`config.mk`:
```
export PLATFORM = sky130hd
export DESIGN_NAME = instruction_mnemonic_line_counter_top
export DESIGN_NICKNAME = d
export VERILOG_FILES = /design/src/hw/rtl/imlc_pkg.sv /design/src/hw/rtl/imlc_queue.sv /design/src/hw/rtl/imlc_front.sv /design/src/hw/rtl/imlc_back.sv /design/src/hw/rtl/instruction_mnemonic_line_counter_top.sv
export SDC_FILE = /design/constraint.sdc
export NUM_CORES = 2
export LEC_CHECK = 0
export ABC_AREA = 1
export BUFFER_PORTS_ARGS = -buffer_cell sky130_fd_sc_hd__buf_2
export CAP_MARGIN = 20
export CORE_MARGIN = 4
export CORE_UTILIZATION = 35
export DETAILED_ROUTE_END_ITERATION = 7
export PLACE_DENSITY = 0.54
export SLEW_MARGIN = 25
export SYNTH_ARGS = -nofsm -noshare
export SYNTH_HDL_FRONTEND = slang
export SYNTH_SLANG_ARGS = --single-unit
```
`constraint.sdc`:
```
create_clock -name clk -period 12.39 [get_ports clk]
set_clock_uncertainty 0.1 [all_clocks]
set_input_delay 1.239 -clock clk [delete_from_list [all_inputs] [get_ports clk]]
set_output_delay 1.239 -clock clk [all_outputs]
set_load 0.01 [all_outputs]
```
`src/hw/rtl/imlc_pkg.sv`:
```
`timescale 1ns / 1ps

package imlc_pkg;

	localparam int COUNT_BITS = 20;
	localparam int NUM_CAT    = 9;
	localparam int BYTE_W     = 8;
	localparam int LINE_W     = 20;
	localparam int TOTAL_W    = 24;
	localparam int CYC_W      = 30;
	localparam int WEIGHT_W   = 8;
	localparam int CFG_IDX_W  = 2;

	// category positions in the flag vector
	localparam int CAT_ADD  = 0;
	localparam int CAT_SUB  = 1;
	localparam int CAT_MUL  = 2;
	localparam int CAT_DIV  = 3;
	localparam int CAT_MOV  = 4;
	localparam int CAT_LEA  = 5;
	localparam int CAT_PUSH = 6;
	localparam int CAT_POP  = 7;
	localparam int CAT_RET  = 8;

	// register indexes
	localparam logic [CFG_IDX_W-1:0] CFG_MUL_WEIGHT = CFG_IDX_W'(0);
	localparam logic [CFG_IDX_W-1:0] CFG_DIV_WEIGHT = CFG_IDX_W'(1);
	localparam logic [CFG_IDX_W-1:0] CFG_RET_WEIGHT = CFG_IDX_W'(2);

	localparam logic [WEIGHT_W-1:0] MUL_WEIGHT_RST = WEIGHT_W'(4);
	localparam logic [WEIGHT_W-1:0] DIV_WEIGHT_RST = WEIGHT_W'(15);
	localparam logic [WEIGHT_W-1:0] RET_WEIGHT_RST = WEIGHT_W'(3);

	localparam logic [BYTE_W-1:0] NEWLINE = BYTE_W'(10);

	typedef struct packed {
		logic [NUM_CAT-1:0] flags;
		logic               last;
	} commit_t;

	typedef struct packed {
		logic [NUM_CAT-1:0][LINE_W-1:0] lines;
		logic [TOTAL_W-1:0]             total;
		logic [CYC_W-1:0]               cycles;
	} report_t;

	function automatic logic [BYTE_W-1:0] fold_case(input logic [BYTE_W-1:0] b);
		logic [BYTE_W-1:0] r;
		r = b;
		if (b >= "A" && b <= "Z") begin
			r = b + BYTE_W'(32);
		end
		return r;
	endfunction

	// w0 oldest, w4 newest; all bytes already folded
	function automatic logic [NUM_CAT-1:0] match_window(
		input logic [BYTE_W-1:0] w0,
		input logic [BYTE_W-1:0] w1,
		input logic [BYTE_W-1:0] w2,
		input logic [BYTE_W-1:0] w3,
		input logic [BYTE_W-1:0] w4
	);
		logic [NUM_CAT-1:0] f;
		logic [23:0]        stem;
		logic [31:0]        stem4;
		logic               sq, sl, sw, sb;
		stem  = {w1, w2, w3};
		stem4 = {w0, w1, w2, w3};
		sq    = (w4 == "q");
		sl    = (w4 == "l");
		sw    = (w4 == "w");
		sb    = (w4 == "b");
		f           = '0;
		f[CAT_ADD]  = (stem == "add") && (sq || sl || sb);
		f[CAT_SUB]  = (stem == "sub") && (sq || sl);
		f[CAT_MUL]  = (stem == "mul") && (sq || sl);
		f[CAT_DIV]  = (stem == "div") && (sq || sb || sw || sl);
		f[CAT_MOV]  = (stem == "mov") && (sq || sl || sw || sb);
		f[CAT_LEA]  = (stem == "lea") && (sq || sl);
		f[CAT_PUSH] = (stem4 == "push") && (sq || sl);
		f[CAT_POP]  = (stem == "pop") && (sq || sl || sw || sb);
		f[CAT_RET]  = (stem == "ret") && sq;
		return f;
	endfunction

endpackage

```
`src/hw/rtl/imlc_queue.sv`:
```
`timescale 1ns / 1ps

module imlc_queue (
	input  logic             clk,
	input  logic             arst_n,
	input  logic             wr_en,
	input  imlc_pkg::commit_t wr_item,
	output logic             full,
	input  logic             rd_en,
	output imlc_pkg::commit_t rd_item,
	output logic             empty
);
	import imlc_pkg::*;

	localparam int DEPTH = 4;
	localparam int PTR_W = $clog2(DEPTH);
	localparam int CNT_W = PTR_W + 1;

	commit_t            mem_q [DEPTH];
	logic [PTR_W-1:0]   wr_ptr_q;
	logic [PTR_W-1:0]   rd_ptr_q;
	logic [CNT_W-1:0]   cnt_q;
	logic               do_wr;
	logic               do_rd;

	assign full    = (cnt_q == CNT_W'(DEPTH));
	assign empty   = (cnt_q == '0);
	assign do_wr   = wr_en && !full;
	assign do_rd   = rd_en && !empty;
	assign rd_item = mem_q[rd_ptr_q];

	always_ff @(posedge clk) begin
		if (do_wr) begin
			mem_q[wr_ptr_q] <= wr_item;
		end
	end

	always_ff @(posedge clk or negedge arst_n) begin
		if (!arst_n) begin
			wr_ptr_q <= '0;
			rd_ptr_q <= '0;
			cnt_q    <= '0;
		end else begin
			if (do_wr) begin
				wr_ptr_q <= wr_ptr_q + PTR_W'(1);
			end
			if (do_rd) begin
				rd_ptr_q <= rd_ptr_q + PTR_W'(1);
			end
			if (do_wr && !do_rd) begin
				cnt_q <= cnt_q + CNT_W'(1);
			end else if (do_rd && !do_wr) begin
				cnt_q <= cnt_q - CNT_W'(1);
			end
		end
	end

endmodule

```
`src/hw/rtl/imlc_front.sv`:
```
`timescale 1ns / 1ps

module imlc_front (
	input  logic                         clk,
	input  logic                         arst_n,
	input  logic                         push,
	output logic                         full,
	input  logic [imlc_pkg::BYTE_W-1:0]  text_byte,
	input  logic                         end_of_text,
	output logic                         cq_push,
	output imlc_pkg::commit_t            cq_item,
	input  logic                         cq_full
);
	import imlc_pkg::*;

	logic [BYTE_W-1:0]  win_q [4];
	logic [NUM_CAT-1:0] flags_q;
	logic [BYTE_W-1:0]  folded;
	logic [NUM_CAT-1:0] flags_next;
	logic               accept;
	logic               is_nl;

	assign full       = cq_full;
	assign accept     = push && !cq_full;
	assign is_nl      = (text_byte == NEWLINE);
	assign folded     = fold_case(text_byte);
	assign flags_next = flags_q | match_window(win_q[0], win_q[1], win_q[2], win_q[3], folded);

	// a line ends on a newline or on the last byte of the text
	assign cq_push       = accept && (is_nl || end_of_text);
	assign cq_item.flags = is_nl ? flags_q : flags_next;
	assign cq_item.last  = end_of_text;

	always_ff @(posedge clk or negedge arst_n) begin
		if (!arst_n) begin
			for (int i = 0; i < 4; i++) begin
				win_q[i] <= '0;
			end
			flags_q <= '0;
		end else if (accept) begin
			if (is_nl || end_of_text) begin
				for (int i = 0; i < 4; i++) begin
					win_q[i] <= '0;
				end
				flags_q <= '0;
			end else begin
				win_q[0] <= win_q[1];
				win_q[1] <= win_q[2];
				win_q[2] <= win_q[3];
				win_q[3] <= folded;
				flags_q  <= flags_next;
			end
		end
	end

endmodule

```
`src/hw/rtl/imlc_back.sv`:
```
`timescale 1ns / 1ps

module imlc_back (
	input  logic                           clk,
	input  logic                           arst_n,
	input  logic                           cq_empty,
	input  imlc_pkg::commit_t              cq_item,
	output logic                           cq_pop,
	input  logic                           cfg_valid,
	input  logic [imlc_pkg::CFG_IDX_W-1:0] cfg_index,
	input  logic [imlc_pkg::WEIGHT_W-1:0]  cfg_data,
	output logic                           empty,
	input  logic                           pop,
	output imlc_pkg::report_t              rpt
);
	import imlc_pkg::*;

	localparam int SUM_W  = COUNT_BITS + 4;
	localparam int PROD_W = COUNT_BITS + WEIGHT_W;
	localparam int ACC_W  = COUNT_BITS + 10;
	localparam int ODEPTH = 4;
	localparam int OPTR_W = $clog2(ODEPTH);
	localparam int OCNT_W = OPTR_W + 1;
	localparam logic [COUNT_BITS-1:0] CNT_MAX = '1;

	logic [WEIGHT_W-1:0]   mul_w_q;
	logic [WEIGHT_W-1:0]   div_w_q;
	logic [WEIGHT_W-1:0]   ret_w_q;

	logic [COUNT_BITS-1:0] cnt_q    [NUM_CAT];
	logic [COUNT_BITS-1:0] cnt_next [NUM_CAT];

	logic                  v_s1;
	logic [COUNT_BITS-1:0] cnt_s1 [NUM_CAT];

	logic                           v_s2;
	logic [NUM_CAT-1:0][LINE_W-1:0] lines_s2;
	logic [TOTAL_W-1:0]             total_s2;
	logic [SUM_W-1:0]               other_s2;
	logic [PROD_W-1:0]              pmul_s2;
	logic [PROD_W-1:0]              pdiv_s2;
	logic [PROD_W-1:0]              pret_s2;

	logic [SUM_W-1:0]  sum_all;
	logic [SUM_W-1:0]  sum_other;
	logic [ACC_W-1:0]  weighted;
	report_t           rpt_in;

	report_t           oq_mem_q [ODEPTH];
	logic [OPTR_W-1:0] oq_wr_q;
	logic [OPTR_W-1:0] oq_rd_q;
	logic [OCNT_W-1:0] oq_cnt_q;
	logic [OCNT_W-1:0] oq_used;
	logic              credit;
	logic              oq_pop;

	// config
	always_ff @(posedge clk or negedge arst_n) begin
		if (!arst_n) begin
			mul_w_q <= MUL_WEIGHT_RST;
			div_w_q <= DIV_WEIGHT_RST;
			ret_w_q <= RET_WEIGHT_RST;
		end else if (cfg_valid) begin
			case (cfg_index)
				CFG_MUL_WEIGHT: mul_w_q <= cfg_data;
				CFG_DIV_WEIGHT: div_w_q <= cfg_data;
				CFG_RET_WEIGHT: ret_w_q <= cfg_data;
				default: ;
			endcase
		end
	end

	// a report needs a free output slot, counting reports still in flight
	assign oq_used = oq_cnt_q + OCNT_W'(v_s1) + OCNT_W'(v_s2);
	assign credit  = (oq_used < OCNT_W'(ODEPTH));
	assign cq_pop  = !cq_empty && (!cq_item.last || credit);

	always_comb begin
		for (int c = 0; c < NUM_CAT; c++) begin
			if (cq_item.flags[c] && (cnt_q[c] != CNT_MAX)) begin
				cnt_next[c] = cnt_q[c] + COUNT_BITS'(1);
			end else begin
				cnt_next[c] = cnt_q[c];
			end
		end
	end

	always_ff @(posedge clk or negedge arst_n) begin
		if (!arst_n) begin
			for (int c = 0; c < NUM_CAT; c++) begin
				cnt_q[c] <= '0;
			end
			v_s1 <= 1'b0;
			v_s2 <= 1'b0;
		end else begin
			v_s1 <= cq_pop && cq_item.last;
			v_s2 <= v_s1;
			if (cq_pop) begin
				for (int c = 0; c < NUM_CAT; c++) begin
					cnt_q[c] <= cq_item.last ? '0 : cnt_next[c];
				end
			end
		end
	end

	// stage 1: snapshot of the final counts
	always_ff @(posedge clk) begin
		if (cq_pop && cq_item.last) begin
			for (int c = 0; c < NUM_CAT; c++) begin
				cnt_s1[c] <= cnt_next[c];
			end
		end
	end

	always_comb begin
		sum_all   = '0;
		sum_other = '0;
		for (int c = 0; c < NUM_CAT; c++) begin
			sum_all = sum_all + SUM_W'(cnt_s1[c]);
			if (c != CAT_MUL && c != CAT_DIV && c != CAT_RET) begin
				sum_other = sum_other + SUM_W'(cnt_s1[c]);
			end
		end
	end

	// stage 2: products and sums
	always_ff @(posedge clk) begin
		if (v_s1) begin
			for (int c = 0; c < NUM_CAT; c++) begin
				lines_s2[c] <= LINE_W'(cnt_s1[c]);
			end
			total_s2 <= TOTAL_W'(sum_all);
			other_s2 <= sum_other;
			pmul_s2  <= PROD_W'(cnt_s1[CAT_MUL]) * PROD_W'(mul_w_q);
			pdiv_s2  <= PROD_W'(cnt_s1[CAT_DIV]) * PROD_W'(div_w_q);
			pret_s2  <= PROD_W'(cnt_s1[CAT_RET]) * PROD_W'(ret_w_q);
		end
	end

	assign weighted = ACC_W'(other_s2) + ACC_W'(pmul_s2) + ACC_W'(pdiv_s2) + ACC_W'(pret_s2);

	always_comb begin
		rpt_in.lines  = lines_s2;
		rpt_in.total  = total_s2;
		rpt_in.cycles = CYC_W'(weighted);
	end

	// result queue
	assign empty  = (oq_cnt_q == '0);
	assign oq_pop = pop && !empty;
	assign rpt    = oq_mem_q[oq_rd_q];

	always_ff @(posedge clk) begin
		if (v_s2) begin
			oq_mem_q[oq_wr_q] <= rpt_in;
		end
	end

	always_ff @(posedge clk or negedge arst_n) begin
		if (!arst_n) begin
			oq_wr_q  <= '0;
			oq_rd_q  <= '0;
			oq_cnt_q <= '0;
		end else begin
			if (v_s2) begin
				oq_wr_q <= oq_wr_q + OPTR_W'(1);
			end
			if (oq_pop) begin
				oq_rd_q <= oq_rd_q + OPTR_W'(1);
			end
			if (v_s2 && !oq_pop) begin
				oq_cnt_q <= oq_cnt_q + OCNT_W'(1);
			end else if (oq_pop && !v_s2) begin
				oq_cnt_q <= oq_cnt_q - OCNT_W'(1);
			end
		end
	end

endmodule

```
`src/hw/rtl/instruction_mnemonic_line_counter_top.sv`:
```
// a report passes the 4-entry commit queue, stage 1, stage 2 and the 4-entry result queue
// throughput: one text byte per cycle while not full; line commits drain one per cycle
// unless a report waits for a free slot in the result queue, counting reports in flight
// reset (arst_n low): window, line flags and counters clear, weights return to 4, 15, 3
`timescale 1ns / 1ps

module instruction_mnemonic_line_counter_top (
	input  logic                           clk,
	input  logic                           arst_n,
	input  logic                           push,
	output logic                           full,
	input  logic [imlc_pkg::BYTE_W-1:0]    text_byte,
	input  logic                           end_of_text,
	output logic                           empty,
	input  logic                           pop,
	output logic [imlc_pkg::LINE_W-1:0]    add_lines,
	output logic [imlc_pkg::LINE_W-1:0]    sub_lines,
	output logic [imlc_pkg::LINE_W-1:0]    mul_lines,
	output logic [imlc_pkg::LINE_W-1:0]    div_lines,
	output logic [imlc_pkg::LINE_W-1:0]    mov_lines,
	output logic [imlc_pkg::LINE_W-1:0]    lea_lines,
	output logic [imlc_pkg::LINE_W-1:0]    push_lines,
	output logic [imlc_pkg::LINE_W-1:0]    pop_lines,
	output logic [imlc_pkg::LINE_W-1:0]    ret_lines,
	output logic [imlc_pkg::TOTAL_W-1:0]   total_count,
	output logic [imlc_pkg::CYC_W-1:0]     weighted_cycles,
	input  logic                           cfg_valid,
	output logic                           cfg_ready,
	input  logic [imlc_pkg::CFG_IDX_W-1:0] cfg_index,
	input  logic [imlc_pkg::WEIGHT_W-1:0]  cfg_data
);
	import imlc_pkg::*;

	logic    cq_push;
	logic    cq_full;
	logic    cq_pop;
	logic    cq_empty;
	commit_t cq_wr_item;
	commit_t cq_rd_item;
	report_t rpt;

	assign cfg_ready = 1'b1;

	imlc_front u_front (
		.clk         (clk),
		.arst_n      (arst_n),
		.push        (push),
		.full        (full),
		.text_byte   (text_byte),
		.end_of_text (end_of_text),
		.cq_push     (cq_push),
		.cq_item     (cq_wr_item),
		.cq_full     (cq_full)
	);

	imlc_queue u_queue (
		.clk     (clk),
		.arst_n  (arst_n),
		.wr_en   (cq_push),
		.wr_item (cq_wr_item),
		.full    (cq_full),
		.rd_en   (cq_pop),
		.rd_item (cq_rd_item),
		.empty   (cq_empty)
	);

	imlc_back u_back (
		.clk       (clk),
		.arst_n    (arst_n),
		.cq_empty  (cq_empty),
		.cq_item   (cq_rd_item),
		.cq_pop    (cq_pop),
		.cfg_valid (cfg_valid && cfg_ready),
		.cfg_index (cfg_index),
		.cfg_data  (cfg_data),
		.empty     (empty),
		.pop       (pop),
		.rpt       (rpt)
	);

	assign add_lines       = rpt.lines[CAT_ADD];
	assign sub_lines       = rpt.lines[CAT_SUB];
	assign mul_lines       = rpt.lines[CAT_MUL];
	assign div_lines       = rpt.lines[CAT_DIV];
	assign mov_lines       = rpt.lines[CAT_MOV];
	assign lea_lines       = rpt.lines[CAT_LEA];
	assign push_lines      = rpt.lines[CAT_PUSH];
	assign pop_lines       = rpt.lines[CAT_POP];
	assign ret_lines       = rpt.lines[CAT_RET];
	assign total_count     = rpt.total;
	assign weighted_cycles = rpt.cycles;

	a_no_push_when_full: assert property (@(posedge clk) disable iff (!arst_n)
		cq_full |-> !cq_push)
		else $error("line commit pushed into a full queue");

	a_no_pop_when_empty: assert property (@(posedge clk) disable iff (!arst_n)
		cq_empty |-> !cq_pop)
		else $error("line commit popped from an empty queue");

	a_last_reaches_queue: assert property (@(posedge clk) disable iff (!arst_n)
		(push && !full && end_of_text) |=> !cq_empty)
		else $error("final line commit missing from queue");

endmodule

```
* Word level (Yosys, flattened, before mapping)
Memories as Yosys holds them, arrays and structs flattened. Cells that the tools add are included.
Storage, ports and cells: bits in registers 573, memory bits (writable) 1156, input bits 24, output and inout bits 237, logic and storage cells 197, memories kept 3
Memory list:
- u_back.oq_mem_q | words 4, width 234, rd ports 1, clocked after memory_dff 0, wr ports 1, RTL line imlc_back.sv:49 | report_t oq_mem_q [ODEPTH];
- u_back.cnt_s1 | words 9, width 20, rd ports 9, clocked after memory_dff 0, wr ports 9, RTL line imlc_back.sv:34 | logic [COUNT_BITS-1:0] cnt_s1 [NUM_CAT];
- u_queue.mem_q | words 4, width 10, rd ports 1, clocked after memory_dff 0, wr ports 1, RTL line imlc_queue.sv:19 | commit_t mem_q [DEPTH];
Cells by class: $add $sub $neg 35, multipliers 3, magnitude comparators 3, equal/unequal tests 26, muxes and demuxes 32, bitwise logic cells 1, reductions and logical operators 55
Operator list (count):
- 20-bit two-way mux | 18
- 24-bit by 20-bit adder with 24-bit output | 11
- 24-bit by 23-bit == test with 1-bit output (second input constant) | 8
- 20-bit by 1-bit adder with 20-bit output (second input constant) | 9
- 20-bit inequality test (second input constant) | 9
- 20-bit by 8-bit multiplier with 28-bit output | 3
- 30-bit by 28-bit adder with 30-bit output | 2
- 32-bit by 31-bit == test with 1-bit output (second input constant) | 1
- 8-bit by 7-bit == test with 1-bit output (second input constant) | 4
- 32-bit two-way mux | 1
- 1-bit logical AND | 30
- 24-bit by 28-bit adder with 29-bit output | 1
- 20-bit by 20-bit adder with 21-bit output | 1
- 9-bit two-way mux | 2
- 3-bit two-way mux | 4
- 1-bit logical OR | 9
- 9-bit OR | 1
- 2-bit by 1-bit adder with 2-bit output (second input constant) | 4
- 8-bit by 6-bit adder with 8-bit output (second input constant) | 1
- 8-bit by 4-bit == test with 1-bit output (second input constant) | 1
- 8-bit by 7-bit >= comparator with 1-bit output (second input constant) | 1
- 8-bit by 7-bit <= comparator with 1-bit output (second input constant) | 1
- 1-bit logical NOT | 8
- 8-bit two-way mux | 1
- other kinds (12) | 24

* Longest topological paths before layout
word-level depth 10, mapped depth 28, mapped depth without buffers 28

* By module
From an unflattened synthesis, not the netlist that was laid out.
Second synthesis, totals: cells, all modules 9569, area total of the unflattened synthesis 96119.7 µm²
Modules (own cells, without submodules):
- imlc_back | times used 1, cells each 9115, area an instance 91851.8 µm², sequential area each 48190.0 µm²
- imlc_front | times used 1, cells each 274, area an instance 2193.4 µm², sequential area each 1026.0 µm²
- imlc_queue | times used 1, cells each 178, area an instance 2063.2 µm², sequential area each 1376.3 µm²
- instruction_mnemonic_line_counter_top | times used 1, cells each 2, area an instance 11.3 µm², sequential area each 0.0 µm²

* Worst setup path after synthesis
OpenSTA, ideal clock, no wires.
path type reg-to-reg, start reg u_back.v_s1, end mem u_back.cnt_s1[0][0], enable pin, library setup time 533 ps, arrival time 11300 ps, required time 11757 ps, slack 457 ps, stages on the path, launching flop included 10, path buffers 2, period minus slack after synthesis 11933 ps, path through dfrtp_1 -> a21o_1 -> nand3_1 -> nand3_1 -> o21ai_2 -> inv_2 -> buf_4 -> buf_2 -> nand2_1 -> inv_1
RTL lines:
- from (decl) | RTL line imlc_back.sv:33 | logic v_s1;
- from (signal assigned) | RTL line imlc_back.sv:96 | v_s1 <= cq_pop && cq_item.last;
- to (decl) | RTL line imlc_back.sv:34

==> qor.txt <==
outcome: completed
flip-flop cell with the highest count after synthesis: edfxtp_1
WL final: 270,000 microns
GRT Util Overall: 19.7%
synth unique cells: 70
share of the synthesized netlist area taken by xor and xnor gates: 3.18%
core outline area: 263,000 sq um
final hold violations: 0
period utilisation layout: 51.6%
placed wire-length estimate: 193,000 microns
arrival time worst endpoint: 6870 ps
setup repair after global routing missed its margin: false
clock-pin slew reported for the worst setup and hold paths after clock tree synthesis: 60 ps
syn avg cell area: 10.9 sq um
number of antenna violations at the first check in global routing: 15
endpoint required time on the critical path: 12,870 ps
Top Ports: 261
clock latency on the worst-skew pair: 890 ps
Worst Hold Class: in -> async
number of flops mapped to enable cells by yosys: 1,467
number of nets with antenna violations after routing: 0
register-to-register setup slack: 6000 ps
number of search-and-repair iterations in the first detailed-routing pass: 6
vertical die dimension: 523 microns
via count: 62,200
most common cell after layout, fill and taps aside: edfxtp_1
remaining global-route overflow: 0
first-pass GRT wire length: 405,000 microns
initial detailed-routing violation count: 5,492
sequential element share of the synthesized area: 54.6%
Fmax: 157 MHz
pin slew with the least headroom to its limit: 1150 ps
CTS Buffer Depth: 3
Worst setup SP type: flop
number of global-route vias before repair: 62,300
clock sink count: 1,728
largest family of logic cells by synthesized area: adder cells
CTS tree: done
post-synthesis to final-layout area growth: 12.6%
cell count after synthesis: 8,489
startpoint of the worst register-to-register path: u_back.cnt_s1[0][0]
buffers added on ports: 259
post-synthesis register bit count: 1,728
hold buffer count at cts: 0
fraction of final layout cells sized beyond drive strength 1: 8.45%
Yosys top cell area share: 47.5%
Via-to-Cell Ratio: 5.03
largest net degree at the start of global routing: 145
H-tree depth: 4
Total Nets Final: 9,514
crit-path max FO: 5
TritonCTS buffer count: 192
Syn Nets: 9,335
DRC Markers: 0
Post-Syn Area: 92,700 sq um
async set-or-reset flop fraction in the synthesized netlist: 15.1%
Initial Util: 35.2%
biggest area contributors in the synthesized netlist: edfxtp_1 48%, fa_1 12%, dfrtp_1 6.9%
critical path class: reg -> reg
share of synthesized area spent on multiplexers: 0.0243%
fraction of the mapped netlist area in adder cells: 15.4%
Tmin final: 6390 ps
Hold Slack: 257 ps
path depth of the worst reg2reg path: 23
library cell with the largest summed area after synthesis: edfxtp_1
share of synthesized cell area in and, or, nand and nor gates: 10.7%
die width: 523 microns
relative max-transition margin: 23.5%
number of gates given a new drive strength after cts: 0
kind of capture point of the worst setup path: flop
routability congestion estimate from global placement: 0.910
number of core rows: 188
post-CTS repair timing setup buffer count: 0
final setup violation count: 0
number of filler instances in the final layout: 25,300
commonest non-fill, non-tap cells in the layout: 1,467 x edfxtp_1, 1,431 x inv_1, 1,220 x nand2_1
count of pins over their slew limit: 0
worst reg2reg endpoint: u_back.total_s2[21]
full die area: 273,000 sq um
Synth warnings: 0
final setup TNS: 0 ps
max-cap violations: 0
detail-routed net length per standard cell: 21.8 microns
compound-cell area share of the yosys netlist: 8.64%
Clock Tree Root: clkbuf_16
## critical path: stages, from the launching register on
cell	delay (ps)
edfxtp_1	360
ha_1	240
inv_1	90
fa_1	410
inv_1	120
nand3_1	90
nand3_1	180
a21oi_1	140
o21ai_1	240
nand2_1	110
nand2_1	90
xor2_1	480
fa_1	520
inv_1	80
fa_1	430
fa_1	500
inv_1	50
fa_1	430
ha_1	370
a21oi_1	260
nor2_1	70
a211oi_1	270
o221ai_1	260
xor2_1	200
## how the worst max path moves through the flow
stage                   startpoint             endpoint  slack, ps  depth (start not counted)
6_report       u_back.cnt_s1[0][0]  u_back.total_s2[21]       6000                         23
5_1_grt        u_back.cnt_s1[0][3]  u_back.total_s2[20]       5640                         24
4_1_cts        u_back.cnt_s1[0][0]  u_back.total_s2[21]       6040                         23
3_5_place_dp   u_back.cnt_s1[0][0]  u_back.total_s2[21]       6110                         23
3_3_place_gp   u_back.cnt_s1[0][0]  u_back.total_s2[21]       6140                         23
2_1_floorplan          u_back.v_s1  u_back.cnt_s1[0][0]        460                          9
## metal layers
| metal | GRT usage, % | part of all wire, % | vias to the layer above |
|---|---|---|---|
| met5 | 0 | 0 | - |
| met4 | 5.63 | 2.8 | 0 |
| met3 | 2.62 | 5.7 | 297 |
| met2 | 30.6 | 45 | 1806 |
| met1 | 28.8 | 47 | 31600 |
| li1 | - | - | 28500 |
## final cells by class
cell class	count	area (sq um)	share of cell area (%)
Antenna cell	8	20.0	0.0192
Clock buffer	225	5000	4.79
Clock inverter	137	1780	1.71
Inverter	1456	5530	5.30
Multi-Input combinational cell	4976	35200	33.7
Sequential cell	1728	50600	48.5
Tap cell	3515	4400	4.22
Timing Repair Buffer	314	1810	1.73
## through the flow
step,instance area (sq um),util [%],cells,worst slack [ps]
after floorplan,92700,-,8489,457
after global placement,97500,37.1,12000,6140
after detailed placement,97500,37.1,12000,6110
after CTS,104000,39.7,12400,6040
after global routing,104000,39.7,12400,5640
final,104000,39.7,12400,6000
## state kept, by name, indices dropped and copies added (netlist names), 9 cells and up
signal / count
u_back.cnt_s1: 180
u_back.lines_s2: 180
u_back.cnt_q: 180
u_back.pdiv_s2: 28
u_back.pret_s2: 28
u_queue.mem_q: 40
u_front.flags_q: 9
u_back.total_s2: 24
u_front.win_q: 32
u_back.oq_mem_q: 936
u_back.other_s2: 23
u_back.pmul_s2: 28
## synthesized netlist by cell type (all sizes together), types with 11 or more instances
cell type and instances:
edfxtp 1467, inv 1455, nand2 1243, o21ai 771, nor2 761, fa 536
o22ai 349, ha 286, clkbuf 278, xor2 274, dfrtp 254, a21oi 227
nand3 141, nand4 78, nor3 78, xnor2 60, nor4 59, buf 51
o21bai 23, a21boi 11, a21o 11
## logic make-up after synthesis
group           after synthesis
compound gates             1443
xor+xnor                    334
fa+ha+maj                   822
buf+inv                    1785
flops                      1728
mux                           2
other cells                   1
simple gates               2374
Power is left out: the tool's default activity adds up to more than one toggle a clock period on the data nets, which glitch-free logic cannot reach.
